**config.mk**
```make
export PLATFORM = sky130hd
export DESIGN_NAME = websocket_frame_deframer
export DESIGN_NICKNAME = d
export VERILOG_FILES = /design/src/design/wsd_pkg.sv /design/src/design/wsd_in_stage.sv /design/src/design/wsd_parser.sv /design/src/design/wsd_out_stage.sv /design/src/design/websocket_frame_deframer.sv
export SDC_FILE = /design/constraint.sdc
export NUM_CORES = 1
export LEC_CHECK = 0
export BUFFER_PORTS_ARGS = -buffer_cell sky130_fd_sc_hd__buf_2
export CAP_MARGIN = 0
export CORE_MARGIN = 1
export CORE_UTILIZATION = 35
export CTS_CLUSTER_DIAMETER = 150
export CTS_CLUSTER_SIZE = 8
export DETAILED_ROUTE_END_ITERATION = 8
export PLACE_DENSITY = 0.58
export SLEW_MARGIN = 10
export SYNTH_ARGS = -nofsm -noshare
export SYNTH_HDL_FRONTEND = slang
export SYNTH_HIERARCHICAL = 1
export SYNTH_SLANG_ARGS = --single-unit
```
**constraint.sdc**
```tcl
create_clock -name clk_i -period 12.6 [get_ports clk_i]
set_input_delay 0.63 -clock clk_i [delete_from_list [all_inputs] [get_ports clk_i]]
set_output_delay 0.63 -clock clk_i [all_outputs]
set_load 0.02 [all_outputs]
```
**src/design/wsd_pkg.sv**
```systemverilog
// wsd_pkg: shared types and constants for the websocket frame deframer
// used by every module of the design folder except wsd_in_stage, no dependencies
`default_nettype none

package wsd_pkg;

  localparam int unsigned LENGTH_BITS_DEF = 64;

  localparam logic [3:0] OP_TEXT  = 4'h1;
  localparam logic [3:0] OP_CLOSE = 4'h8;

  localparam logic [6:0] LEN_CODE_EXT16 = 7'd126;
  localparam logic [6:0] LEN_CODE_EXT64 = 7'd127;

  // extended length byte counts, minus one
  localparam logic [2:0] HDR_CNT_EXT16 = 3'd1;
  localparam logic [2:0] HDR_CNT_EXT64 = 3'd7;

  typedef enum logic [4:0] {
    PH_HDR0 = 5'b00001,
    PH_HDR1 = 5'b00010,
    PH_EXT  = 5'b00100,
    PH_MASK = 5'b01000,
    PH_DATA = 5'b10000
  } phase_e;

  typedef struct packed {
    logic [7:0] payload_byte;
    logic       frame_kind;
    logic       last_of_frame;
    logic       empty_frame;
  } result_t;

endpackage

`default_nettype wire

```
**src/design/wsd_in_stage.sv**
```systemverilog
// wsd_in_stage: input register that holds one received byte
// uses no package items
`default_nettype none

module wsd_in_stage (
  input  logic       clk_i,
  input  logic       rst_ni,
  input  logic       in_valid_i,
  output logic       in_stall_o,
  input  logic [7:0] rx_byte_i,
  input  logic       take_i,
  output logic       byte_valid_o,
  output logic [7:0] byte_o
);

  logic       vld_q, vld_d;
  logic [7:0] byte_q;
  logic       accept;

  // room when empty or when the held byte is consumed this cycle
  assign in_stall_o = vld_q && !take_i;
  assign accept     = in_valid_i && !in_stall_o;

  always_comb begin
    vld_d = vld_q;
    if (accept) begin
      vld_d = 1'b1;
    end else if (take_i) begin
      vld_d = 1'b0;
    end
  end

  always_ff @(posedge clk_i or negedge rst_ni) begin
    if (!rst_ni) begin
      vld_q <= 1'b0;
    end else begin
      vld_q <= vld_d;
    end
  end

  always_ff @(posedge clk_i) begin
    if (accept) begin
      byte_q <= rx_byte_i;
    end
  end

  assign byte_valid_o = vld_q;
  assign byte_o       = byte_q;

endmodule

`default_nettype wire

```
**src/design/wsd_parser.sv**
```systemverilog
// wsd_parser: frame header parser, length counter and payload unmasking
// depends on wsd_pkg for phase codes, opcodes and the result struct
`default_nettype none

module wsd_parser #(
  parameter int unsigned LENGTH_BITS = wsd_pkg::LENGTH_BITS_DEF
) (
  input  logic             clk_i,
  input  logic             rst_ni,
  input  logic             fire_i,
  input  logic [7:0]       byte_i,
  output logic             res_valid_o,
  output wsd_pkg::result_t res_o
);

  localparam logic [LENGTH_BITS-1:0] LenMax = '1;

  wsd_pkg::phase_e        phase_q, phase_d;
  logic [3:0]             op_q, op_d;
  logic                   mask_q, mask_d;
  logic [2:0]             cnt_q, cnt_d;
  logic [LENGTH_BITS-1:0] rem_q, rem_d;
  logic [1:0]             pos_q, pos_d;
  logic [7:0]             key_q [4];
  logic [7:0]             key_d [4];

  logic [6:0]             code;
  logic [LENGTH_BITS-1:0] len_val;
  logic [LENGTH_BITS-1:0] rem_dec;
  logic                   mp_val;
  logic                   len_end;
  logic                   hdr_end;
  logic                   last;
  logic [2:0]             cnt_inc;
  logic [7:0]             data;

  assign code    = byte_i[6:0];
  assign cnt_inc = cnt_q + 3'd1;
  assign rem_dec = (rem_q != '0) ? rem_q - LENGTH_BITS'(1) : rem_q;
  assign last    = (rem_dec == '0);
  assign data    = mask_q ? (byte_i ^ key_q[pos_q]) : byte_i;

  always_comb begin
    phase_d     = phase_q;
    op_d        = op_q;
    mask_d      = mask_q;
    cnt_d       = cnt_q;
    rem_d       = rem_q;
    pos_d       = pos_q;
    key_d       = key_q;
    len_val     = rem_q;
    mp_val      = mask_q;
    len_end     = 1'b0;
    hdr_end     = 1'b0;
    res_valid_o = 1'b0;
    res_o       = '0;

    case (phase_q)
      wsd_pkg::PH_HDR1: begin
        mask_d = byte_i[7];
        if (code == wsd_pkg::LEN_CODE_EXT16 || code == wsd_pkg::LEN_CODE_EXT64) begin
          rem_d   = '0;
          cnt_d   = (code == wsd_pkg::LEN_CODE_EXT16) ? wsd_pkg::HDR_CNT_EXT16
                                                      : wsd_pkg::HDR_CNT_EXT64;
          phase_d = wsd_pkg::PH_EXT;
        end else begin
          len_val = {{(LENGTH_BITS-7){1'b0}}, code};
          mp_val  = byte_i[7];
          len_end = 1'b1;
        end
      end
      wsd_pkg::PH_EXT: begin
        // saturate once the next shift would drop set bits
        if (rem_q[LENGTH_BITS-1 -: 8] != 8'd0) begin
          len_val = LenMax;
        end else begin
          len_val = {rem_q[LENGTH_BITS-9:0], byte_i};
        end
        rem_d = len_val;
        if (cnt_q != 3'd0) begin
          cnt_d = cnt_q - 3'd1;
        end else begin
          len_end = 1'b1;
        end
      end
      wsd_pkg::PH_MASK: begin
        key_d[cnt_q[1:0]] = byte_i;
        cnt_d             = cnt_inc;
        if (cnt_inc[2]) begin
          cnt_d   = 3'd0;
          hdr_end = 1'b1;
        end
      end
      wsd_pkg::PH_DATA: begin
        pos_d = pos_q + 2'd1;
        rem_d = rem_dec;
        if (last) begin
          phase_d = wsd_pkg::PH_HDR0;
        end
        if (op_q == wsd_pkg::OP_TEXT) begin
          res_valid_o         = 1'b1;
          res_o.payload_byte  = data;
          res_o.last_of_frame = last;
        end else if (op_q == wsd_pkg::OP_CLOSE && last) begin
          res_valid_o         = 1'b1;
          res_o.frame_kind    = 1'b1;
          res_o.last_of_frame = 1'b1;
        end
      end
      default: begin
        op_d    = byte_i[3:0];
        phase_d = wsd_pkg::PH_HDR1;
      end
    endcase

    if (len_end) begin
      rem_d = len_val;
      if (mp_val) begin
        cnt_d   = 3'd0;
        phase_d = wsd_pkg::PH_MASK;
      end else begin
        hdr_end = 1'b1;
      end
    end

    if (hdr_end) begin
      pos_d = 2'd0;
      if (len_val != '0) begin
        phase_d = wsd_pkg::PH_DATA;
      end else begin
        // zero-length frame ends on its last header byte
        phase_d = wsd_pkg::PH_HDR0;
        if (op_q == wsd_pkg::OP_TEXT) begin
          res_valid_o         = 1'b1;
          res_o.last_of_frame = 1'b1;
          res_o.empty_frame   = 1'b1;
        end else if (op_q == wsd_pkg::OP_CLOSE) begin
          res_valid_o         = 1'b1;
          res_o.frame_kind    = 1'b1;
          res_o.last_of_frame = 1'b1;
        end
      end
    end
  end

  always_ff @(posedge clk_i or negedge rst_ni) begin
    if (!rst_ni) begin
      phase_q <= wsd_pkg::PH_HDR0;
      op_q    <= 4'd0;
      mask_q  <= 1'b0;
      cnt_q   <= 3'd0;
      rem_q   <= '0;
      pos_q   <= 2'd0;
      for (int i = 0; i < 4; i++) begin
        key_q[i] <= 8'd0;
      end
    end else if (fire_i) begin
      phase_q <= phase_d;
      op_q    <= op_d;
      mask_q  <= mask_d;
      cnt_q   <= cnt_d;
      rem_q   <= rem_d;
      pos_q   <= pos_d;
      key_q   <= key_d;
    end
  end

  a_close_is_last: assert property (@(posedge clk_i) disable iff (!rst_ni)
    fire_i && res_valid_o && res_o.frame_kind |->
      res_o.last_of_frame && res_o.payload_byte == 8'd0 && !res_o.empty_frame)
    else $error("close marker without last mark or with payload");

  a_empty_is_last: assert property (@(posedge clk_i) disable iff (!rst_ni)
    fire_i && res_valid_o && res_o.empty_frame |->
      res_o.last_of_frame && !res_o.frame_kind && phase_q != wsd_pkg::PH_DATA)
    else $error("empty frame mark outside a zero-length text header");

  a_last_returns: assert property (@(posedge clk_i) disable iff (!rst_ni)
    fire_i && res_valid_o && res_o.last_of_frame |=> phase_q == wsd_pkg::PH_HDR0)
    else $error("parser not back at frame start after last result");

endmodule

`default_nettype wire

```
**src/design/wsd_out_stage.sv**
```systemverilog
// wsd_out_stage: result register on the output channel
// depends on wsd_pkg for the result struct
`default_nettype none

module wsd_out_stage (
  input  logic             clk_i,
  input  logic             rst_ni,
  input  logic             load_i,
  input  logic             res_valid_i,
  input  wsd_pkg::result_t res_i,
  output logic             ready_o,
  output logic             out_valid_o,
  input  logic             out_stall_i,
  output wsd_pkg::result_t res_o
);

  logic             vld_q, vld_d;
  wsd_pkg::result_t res_q;

  assign ready_o = !vld_q || !out_stall_i;

  always_comb begin
    vld_d = vld_q;
    if (load_i) begin
      vld_d = res_valid_i;
    end else if (ready_o) begin
      vld_d = 1'b0;
    end
  end

  always_ff @(posedge clk_i or negedge rst_ni) begin
    if (!rst_ni) begin
      vld_q <= 1'b0;
    end else begin
      vld_q <= vld_d;
    end
  end

  always_ff @(posedge clk_i) begin
    if (load_i && res_valid_i) begin
      res_q <= res_i;
    end
  end

  assign out_valid_o = vld_q;
  assign res_o       = res_q;

endmodule

`default_nettype wire

```
**src/design/websocket_frame_deframer.sv**
```systemverilog
// websocket_frame_deframer: top level, input register, parser, result register
// depends on wsd_pkg, wsd_in_stage, wsd_parser and wsd_out_stage
`default_nettype none

// Takes one received byte per cycle unless stalled, and parses WebSocket frame headers
// (opcode, mask bit, 7-bit length, 16- or 64-bit extended length, mask key),
// unmasking payload bytes as they pass. Text payload bytes come out one per
// request with a last mark, a zero-length text frame gives one empty mark,
// and a close frame gives one marker at its end; other frames are dropped.
// Each byte passes from the input register through the parser into the result
// register, so the sustained rate is one byte per cycle while the output does
// not stall, and each result is registered before it is presented. The length counter
// is LENGTH_BITS wide; longer lengths saturate.

module websocket_frame_deframer #(
  parameter int unsigned LENGTH_BITS = wsd_pkg::LENGTH_BITS_DEF
) (
  input  logic       clk_i,
  input  logic       rst_ni,
  input  logic       in_valid_i,
  output logic       in_stall_o,
  input  logic [7:0] rx_byte_i,
  output logic       out_valid_o,
  input  logic       out_stall_i,
  output logic [7:0] payload_byte_o,
  output logic       frame_kind_o,
  output logic       last_of_frame_o,
  output logic       empty_frame_o
);

  logic             byte_valid;
  logic [7:0]       byte_q;
  logic             out_ready;
  logic             fire;
  logic             res_valid;
  wsd_pkg::result_t res;
  wsd_pkg::result_t res_out;

  assign fire = byte_valid && out_ready;

  wsd_in_stage u_in (
    .clk_i       (clk_i),
    .rst_ni      (rst_ni),
    .in_valid_i  (in_valid_i),
    .in_stall_o  (in_stall_o),
    .rx_byte_i   (rx_byte_i),
    .take_i      (fire),
    .byte_valid_o(byte_valid),
    .byte_o      (byte_q)
  );

  wsd_parser #(
    .LENGTH_BITS(LENGTH_BITS)
  ) u_parser (
    .clk_i      (clk_i),
    .rst_ni     (rst_ni),
    .fire_i     (fire),
    .byte_i     (byte_q),
    .res_valid_o(res_valid),
    .res_o      (res)
  );

  wsd_out_stage u_out (
    .clk_i      (clk_i),
    .rst_ni     (rst_ni),
    .load_i     (fire),
    .res_valid_i(res_valid),
    .res_i      (res),
    .ready_o    (out_ready),
    .out_valid_o(out_valid_o),
    .out_stall_i(out_stall_i),
    .res_o      (res_out)
  );

  assign payload_byte_o  = res_out.payload_byte;
  assign frame_kind_o    = res_out.frame_kind;
  assign last_of_frame_o = res_out.last_of_frame;
  assign empty_frame_o   = res_out.empty_frame;

endmodule

`default_nettype wire

```
After elaboration in Yosys (flattened, before gate mapping)
Index checks and enable logic that the tools add are counted.
{"block": "word_totals", "regBits": 132, "wordCells": 128, "input_bits": 12, "out_inout_bits": 13}
{"block": "op_classes", "bitwise_logic": 5, "magnitude_cmp": 3, "addsub": 4, "mux": 60, "eq_ne": 9, "reduce_logical": 30}
{"op": "two-way mux 64 bit", "count": 5}
{"op": "case mux 64 bit (3 select lines)", "count": 1}
{"op": "case mux 64 bit (2 select lines)", "count": 1}
{"op": "nonzero test 64 bit", "count": 2}
{"op": "logical NOT 64 bit", "count": 1}
{"op": "subtractor 64 x 1 -> 64 bit, second input constant", "count": 1}
{"op": "bitwise mux 32 bit", "count": 1}
{"op": "two-way mux 8 bit", "count": 4}
{"op": "two-way mux 5 bit", "count": 6}
{"op": "two-way mux 1 bit", "count": 24}
{"op": "two-way mux 3 bit", "count": 7}
{"op": "binary-select mux 8 bit (select 2 bit)", "count": 1}
{"op": "demux 8 bit (select 2 bit)", "count": 1}
{"op": "case mux 5 bit (3 select lines)", "count": 1}
{"op": "equality test 7 bit, second input constant", "count": 2}
{"op": "two-way mux 2 bit", "count": 6}
{"op": "AND reduction 2 bit", "count": 5}
{"op": "case mux 3 bit (3 select lines)", "count": 1}
{"op": "nonzero test 8 bit", "count": 1}
{"op": "bitwise XOR 8 bit", "count": 1}
{"op": "greater-or-equal comparator 3 bit, second input constant", "count": 2}
{"op": "logical AND 1 bit", "count": 6}
{"op": "inverter 2 -> 3 bit", "count": 2}
{"op": "nonzero test 2 bit", "count": 3}
{"op": "20 further kinds", "count": 26}

Depth between registers and ports, before layout
{"block": "depth", "ltp_word": 12, "mapped_depth": 16, "ltp_nobuf": 14}

Hierarchy
The synthesis kept the hierarchy.
{"module": "wsd_parser", "area_each_um2": 8344.3, "cells_each": 1022, "n_inst": 1, "seq_area_each_um2": 2778.9}
{"module": "wsd_out_stage", "area_each_um2": 375.4, "cells_each": 15, "n_inst": 1, "seq_area_each_um2": 355.3}
{"module": "wsd_in_stage", "area_each_um2": 297.8, "cells_each": 13, "n_inst": 1, "seq_area_each_um2": 265.3}
{"module": "websocket_frame_deframer", "area_each_um2": 6.3, "cells_each": 1, "n_inst": 1, "seq_area_each_um2": 0.0}

Worst setup path after synthesis
OpenSTA, ideal clock, no wires.
{"block": "synth_timing", "path_kind": "register to register", "from": "reg u_parser.rem_q[10]", "to": "reg u_out.res_q, in the netlist u_out/res_o[0] (enable)", "path_stages_with_launch": 14, "synth_period_minus_slack_ps": 4061, "setup_time_ps": 305, "t_required_ps": 12295, "arrival_time_ps": 3755, "path_buffers": 2, "path_slack_ps": 8539, "path_cell_list": "dfrtp_1 > or4_1 > buf_2 > or4_1 > buf_2 > or4_1 > a211o_1 > xor2_1 > nand4_1 > a2111oi_1 > nand4_1 > nand3b_1 > and4_1 > and2_4"}
{"block": "synth_via", "elab_chain_cells": 12, "elab_cells_between_ends": 17, "cone_classes": "add/sub: 1; mux: 11; reduce/logical: 5"}
{"element": "from (decl)", "line_no": "wsd_parser.sv:22", "rtl": "logic [LENGTH_BITS-1:0] rem_q, rem_d;"}
{"element": "from (signal assigned)", "line_no": "wsd_parser.sv:162", "rtl": "rem_q <= rem_d;"}
{"element": "subtractor 64 x 1 -> 64 bit / nonzero test 64 bit (equally long branches)", "line_no": "wsd_parser.sv:39", "rtl": "assign rem_dec = (rem_q != '0) ? rem_q - LENGTH_BITS'(1) : rem_q;"}
{"element": "two-way mux 64 bit", "line_no": "wsd_parser.sv:39"}
{"element": "logical NOT 64 bit", "line_no": "wsd_parser.sv:40", "rtl": "assign last = (rem_dec == '0);"}
{"element": "logical AND 1 bit", "line_no": "wsd_parser.sv:104", "rtl": "end else if (op_q == wsd_pkg::OP_CLOSE && last) begin"}
{"element": "two-way mux 1 bit", "line_no": "wsd_parser.sv:104"}
{"element": "two-way mux 1 bit", "line_no": "wsd_parser.sv:100", "rtl": "if (op_q == wsd_pkg::OP_TEXT) begin"}
{"element": "two-way mux 1 bit", "line_no": "wsd_parser.sv:58", "rtl": "case (phase_q)"}
{"element": "two-way mux 1 bit", "line_no": "wsd_parser.sv:137", "rtl": "end else if (op_q == wsd_pkg::OP_CLOSE) begin"}
{"element": "two-way mux 1 bit", "line_no": "wsd_parser.sv:133", "rtl": "if (op_q == wsd_pkg::OP_TEXT) begin"}
{"element": "two-way mux 1 bit", "line_no": "wsd_parser.sv:128", "rtl": "if (len_val != '0) begin"}
{"element": "two-way mux 1 bit *", "line_no": "wsd_parser.sv:126", "rtl": "if (hdr_end) begin"}
{"element": "via res_valid", "line_no": "websocket_frame_deframer.sv:35", "rtl": "logic res_valid;"}
{"element": "logical AND 1 bit *", "line_no": "wsd_out_stage.sv:40", "rtl": "if (load_i && res_valid_i) begin"}
{"element": "to (signal assigned)", "line_no": "wsd_out_stage.sv:41", "rtl": "res_q <= res_i;"}
{"element": "to (decl)", "line_no": "wsd_out_stage.sv:18", "rtl": "wsd_pkg::result_t res_q;"}
The timed path passes the listed nets; every way through them passes the cells marked *.
A chain may end at the register's enable or synchronous reset.

Worst setup path after layout
{"block": "layout_timing", "from": "reg u_parser.rem_q[50]", "to": "reg u_out.res_q, in the netlist u_out/res_o[2] (enable)"}
Same word-level chain as after synthesis.

==> results.tsv <==
metric	value	unit
post-layout util	0.393	
antenna violations before repair	0	
Post-Syn Instances	1051	
critical path, cell by cell	nor4_1 -> nand4_1 -> nor4_4 -> nand2_1 -> a21oi_1 -> nand4_1 -> nor4_1 -> nand4_1 -> nand3b_1 -> and4_1 -> and2_4	
largest net degree at the start of global routing	88	
fin crit period	5.39	ns
Worst-Margin Slew	0.947	ns
Net Count, Synth	1070	
Post-synth ARST share	0.856	
# rows	58	
grt ovf	0	
slowest stage delay, CP	0.96	ns
Mapped Area	9020	sq um
Nets	1031	
DR WL/cell	22.4	um
Max Freq	0.186	GHz
relative slew slack	0.364	
most used cell, CP	nand4_1	
Chip Width	163	um
setup violators final	0	
Tcrit/Tclk final	0.427	
Die H	163	um
post-cts hold buffer count	0	
core box area	25300	sq um
Routed WL	30400	um
Post-synth EDFFs	19	
Setup crit start kind	register	
Ant. Diodes	0	
CTS sink cnt	132	
vias post-DR	8771	
CTS tree	yes	
vias in the first global route	8227	
first-pass GRT wire length	48200	um
IO Port Bufs	24	
ys flop type	dfrtp_1	
Yosys top cell area share	0.311	
commonest cells after routing, fill and taps aside	o21ai_0 (159), dfrtp_1 (112), nand2_1 (92)	
clk root buf	clkbuf_16	
CP arrival	5.52	ns
MaxCap Viol Count	0	
GP Congestion	1.00	
WS Path Type	register to register	
Initial Util	0.357	
Sum Neg Setup Slack	0	ns
Crit Path Max Fanout	14	
Resize count post-CTS	0	
Buffers & Inverters on Critical Path	0	
RSZ-0062 raised after global routing	false	
leading area contributor after synthesis	dfrtp_1	
outcome	finished, final reports clean	
commonest non-fill, non-tap cell in the layout	o21ai_0	
DR WL met3	2630	um
Iteration-0 DRC Markers	1116	
Max H-tree Level	4	
Worst-path clk slew	0.07	ns
TritonCTS buffer count	17	
total power	2.56	mW
vias per inst	6.47	
Detail Route Antenna Nets	0	
CP Capture Type	register	
slowest stage cell, crit path	nor4_4	
Area contributors post-synth	dfrtp_1 (31%), o21ai_0 (8.8%), edfxtp_1 (6.3%)	
Data required, critical path	12.73	ns
P per Cell Area	258	nW/um^2
met2 routed WL	13600	um
Unique masters post-synth	77	
Post-DP HPWL	20800	um
layout overhead on the synthesized area	10.1	%
clk buf depth	2	
final hold violation count	0	
largest delay contributor family on the critical path	simple AND/OR/NAND/NOR gates	
DR top layer	met4	
setup bufs post-CTS	0	
first-pass detailed-route iteration total	6	
flops & latches, synth	132	
routed metal-1 wirelength	13300	um
die area	26400	sq um
total global-route track usage	0.237	
Hold WS	0.222	ns
sequential-to-total area share from yosys stat	0.377	
mean area per synthesized cell	8.59	sq um
Final Max Slew Viols	0	
layout cell share with drive strength beyond 1	0.140	
Tightest Hold Check Type	input port to asynchronous set/reset pin	
post-route clock skew	0.0181	ns
I/O pin count	25	
Lkg Pwr	3.99	nW
Filler Cell Count	2541	
Yosys Warn Count	6	
peak supply drop	103	uV
# DRC	0	
clk_lat worst skew	0.44	ns
cell families (layout without fill, tap and decap cells):
group | count (synthesis) | after routing | share of synthesized area
AOI/OAI and AO/OA | 348 | 348 | 0.245
xor gates and xnor gates | 28 | 28 | 0.0272
adders and majority gates | 7 | 7 | 0.00971
buffers and inverters | 113 | 87 | 0.0494
DFF | 132 | 132 | 0.377
muxes | 48 | 48 | 0.0697
and+or+nand+nor | 375 | 375 | 0.222
layout make-up:
type / instances / area [sq um] / area share
Timing Repair Buffer: 41 / 250 / 0.0252
Clock inverter: 15 / 188 / 0.0189
Multi-Input combinational cell: 806 / 5200 / 0.524
Tap cell: 330 / 413 / 0.0416
Clock buffer: 17 / 425 / 0.0428
Sequential cell: 132 / 3400 / 0.342
Inverter: 14 / 52.6 / 0.00529
where the power goes:
part | leakage [nW] | total [mW] | internal, mW | switching (mW)
Sequential | 1.69 | 0.655 | 0.509 | 0.146
Combinational | 2.01 | 1.39 | 0.475 | 0.916
Clock | 0.294 | 0.516 | 0.270 | 0.246
synthesized netlist by cell type (3+ instances only):
| library cell | count |
|---|---|
| o21ai_1 | 3 |
| nand3b_1 | 5 |
| o21a_1 | 6 |
| a31oi_1 | 5 |
| nor2_1 | 70 |
| o211ai_1 | 6 |
| a21o_1 | 10 |
| o221ai_1 | 3 |
| and3_1 | 6 |
| or3_1 | 16 |
| buf_2 | 7 |
| and4_1 | 5 |
| o22a_1 | 3 |
| a22o_1 | 34 |
| buf_1 | 6 |
| mux2_2 | 39 |
| o31a_1 | 11 |
| o31ai_1 | 19 |
| nor4_1 | 38 |
| a21oi_1 | 39 |
| edfxtp_1 | 19 |
| o41ai_1 | 13 |
| nand3_1 | 30 |
| a211o_1 | 3 |
| and2_1 | 7 |
| dfrtp_1 | 112 |
| xor2_1 | 13 |
| xnor2_1 | 15 |
| nand2b_1 | 5 |
| or4_1 | 20 |
| clkbuf_1 | 83 |
| o22ai_1 | 9 |
| mux4_2 | 8 |
| ha_1 | 7 |
| nor3_1 | 31 |
| nand2_1 | 93 |
| nor3b_1 | 5 |
| nand4_1 | 24 |
| inv_1 | 14 |
| o21ai_0 | 159 |
| a211oi_1 | 4 |
metal layers:
metal,track usage,up-vias
met5,0,-
met4,0.0909,0
met3,0.0484,74
met2,0.354,459
met1,0.334,4325
li1,-,3913
path summary, 6_finish.rpt:
| check | cells after the start | end | start | slack [ns] |
|---|---|---|---|---|
| worst max-delay path | 11 | u_out/res_o[2] | u_parser/rem_q[50] | 7.21 |
| worst min-delay path | 1 | u_parser/rem_q[32] | rst_ni | 0.22 |
| worst max register to register | 11 | u_out/res_o[2] | u_parser/rem_q[50] | 7.21 |
| worst min register to register | 1 | u_parser/key_q[15] | u_parser/key_q[15] | 0.50 |
| max in group asynchronous | 2 | u_parser/cnt_q[2] | rst_ni | 11.07 |
| min in group clk_i | 1 | u_in/byte_o[2] | rx_byte_i[2] | 0.35 |
flip-flops by register name (all words and copies together), names as in the netlist:
signal             count
u_in/byte_o            8
u_in/byte_valid_o      1
u_out/out_valid_o      1
u_out/res_o           11
u_parser/cnt_q         3
u_parser/key_q        32
u_parser/mask_q        1
u_parser/op_q          4
u_parser/phase_q       5
u_parser/pos_q         2
u_parser/rem_q        64
metrics by stage:
stage / setup slack [ns] / area, sq um / cells
finish: 7.21 / 9930 / 1355
global route: 6.87 / 9930 / 1355
CTS: 7.35 / 9930 / 1355
detailed placement: 7.46 / 9320 / 1323
global placement: 7.56 / 9320 / 1323
floorplan: 8.54 / 9020 / 1051
Power figures use the tool's default switching activity.
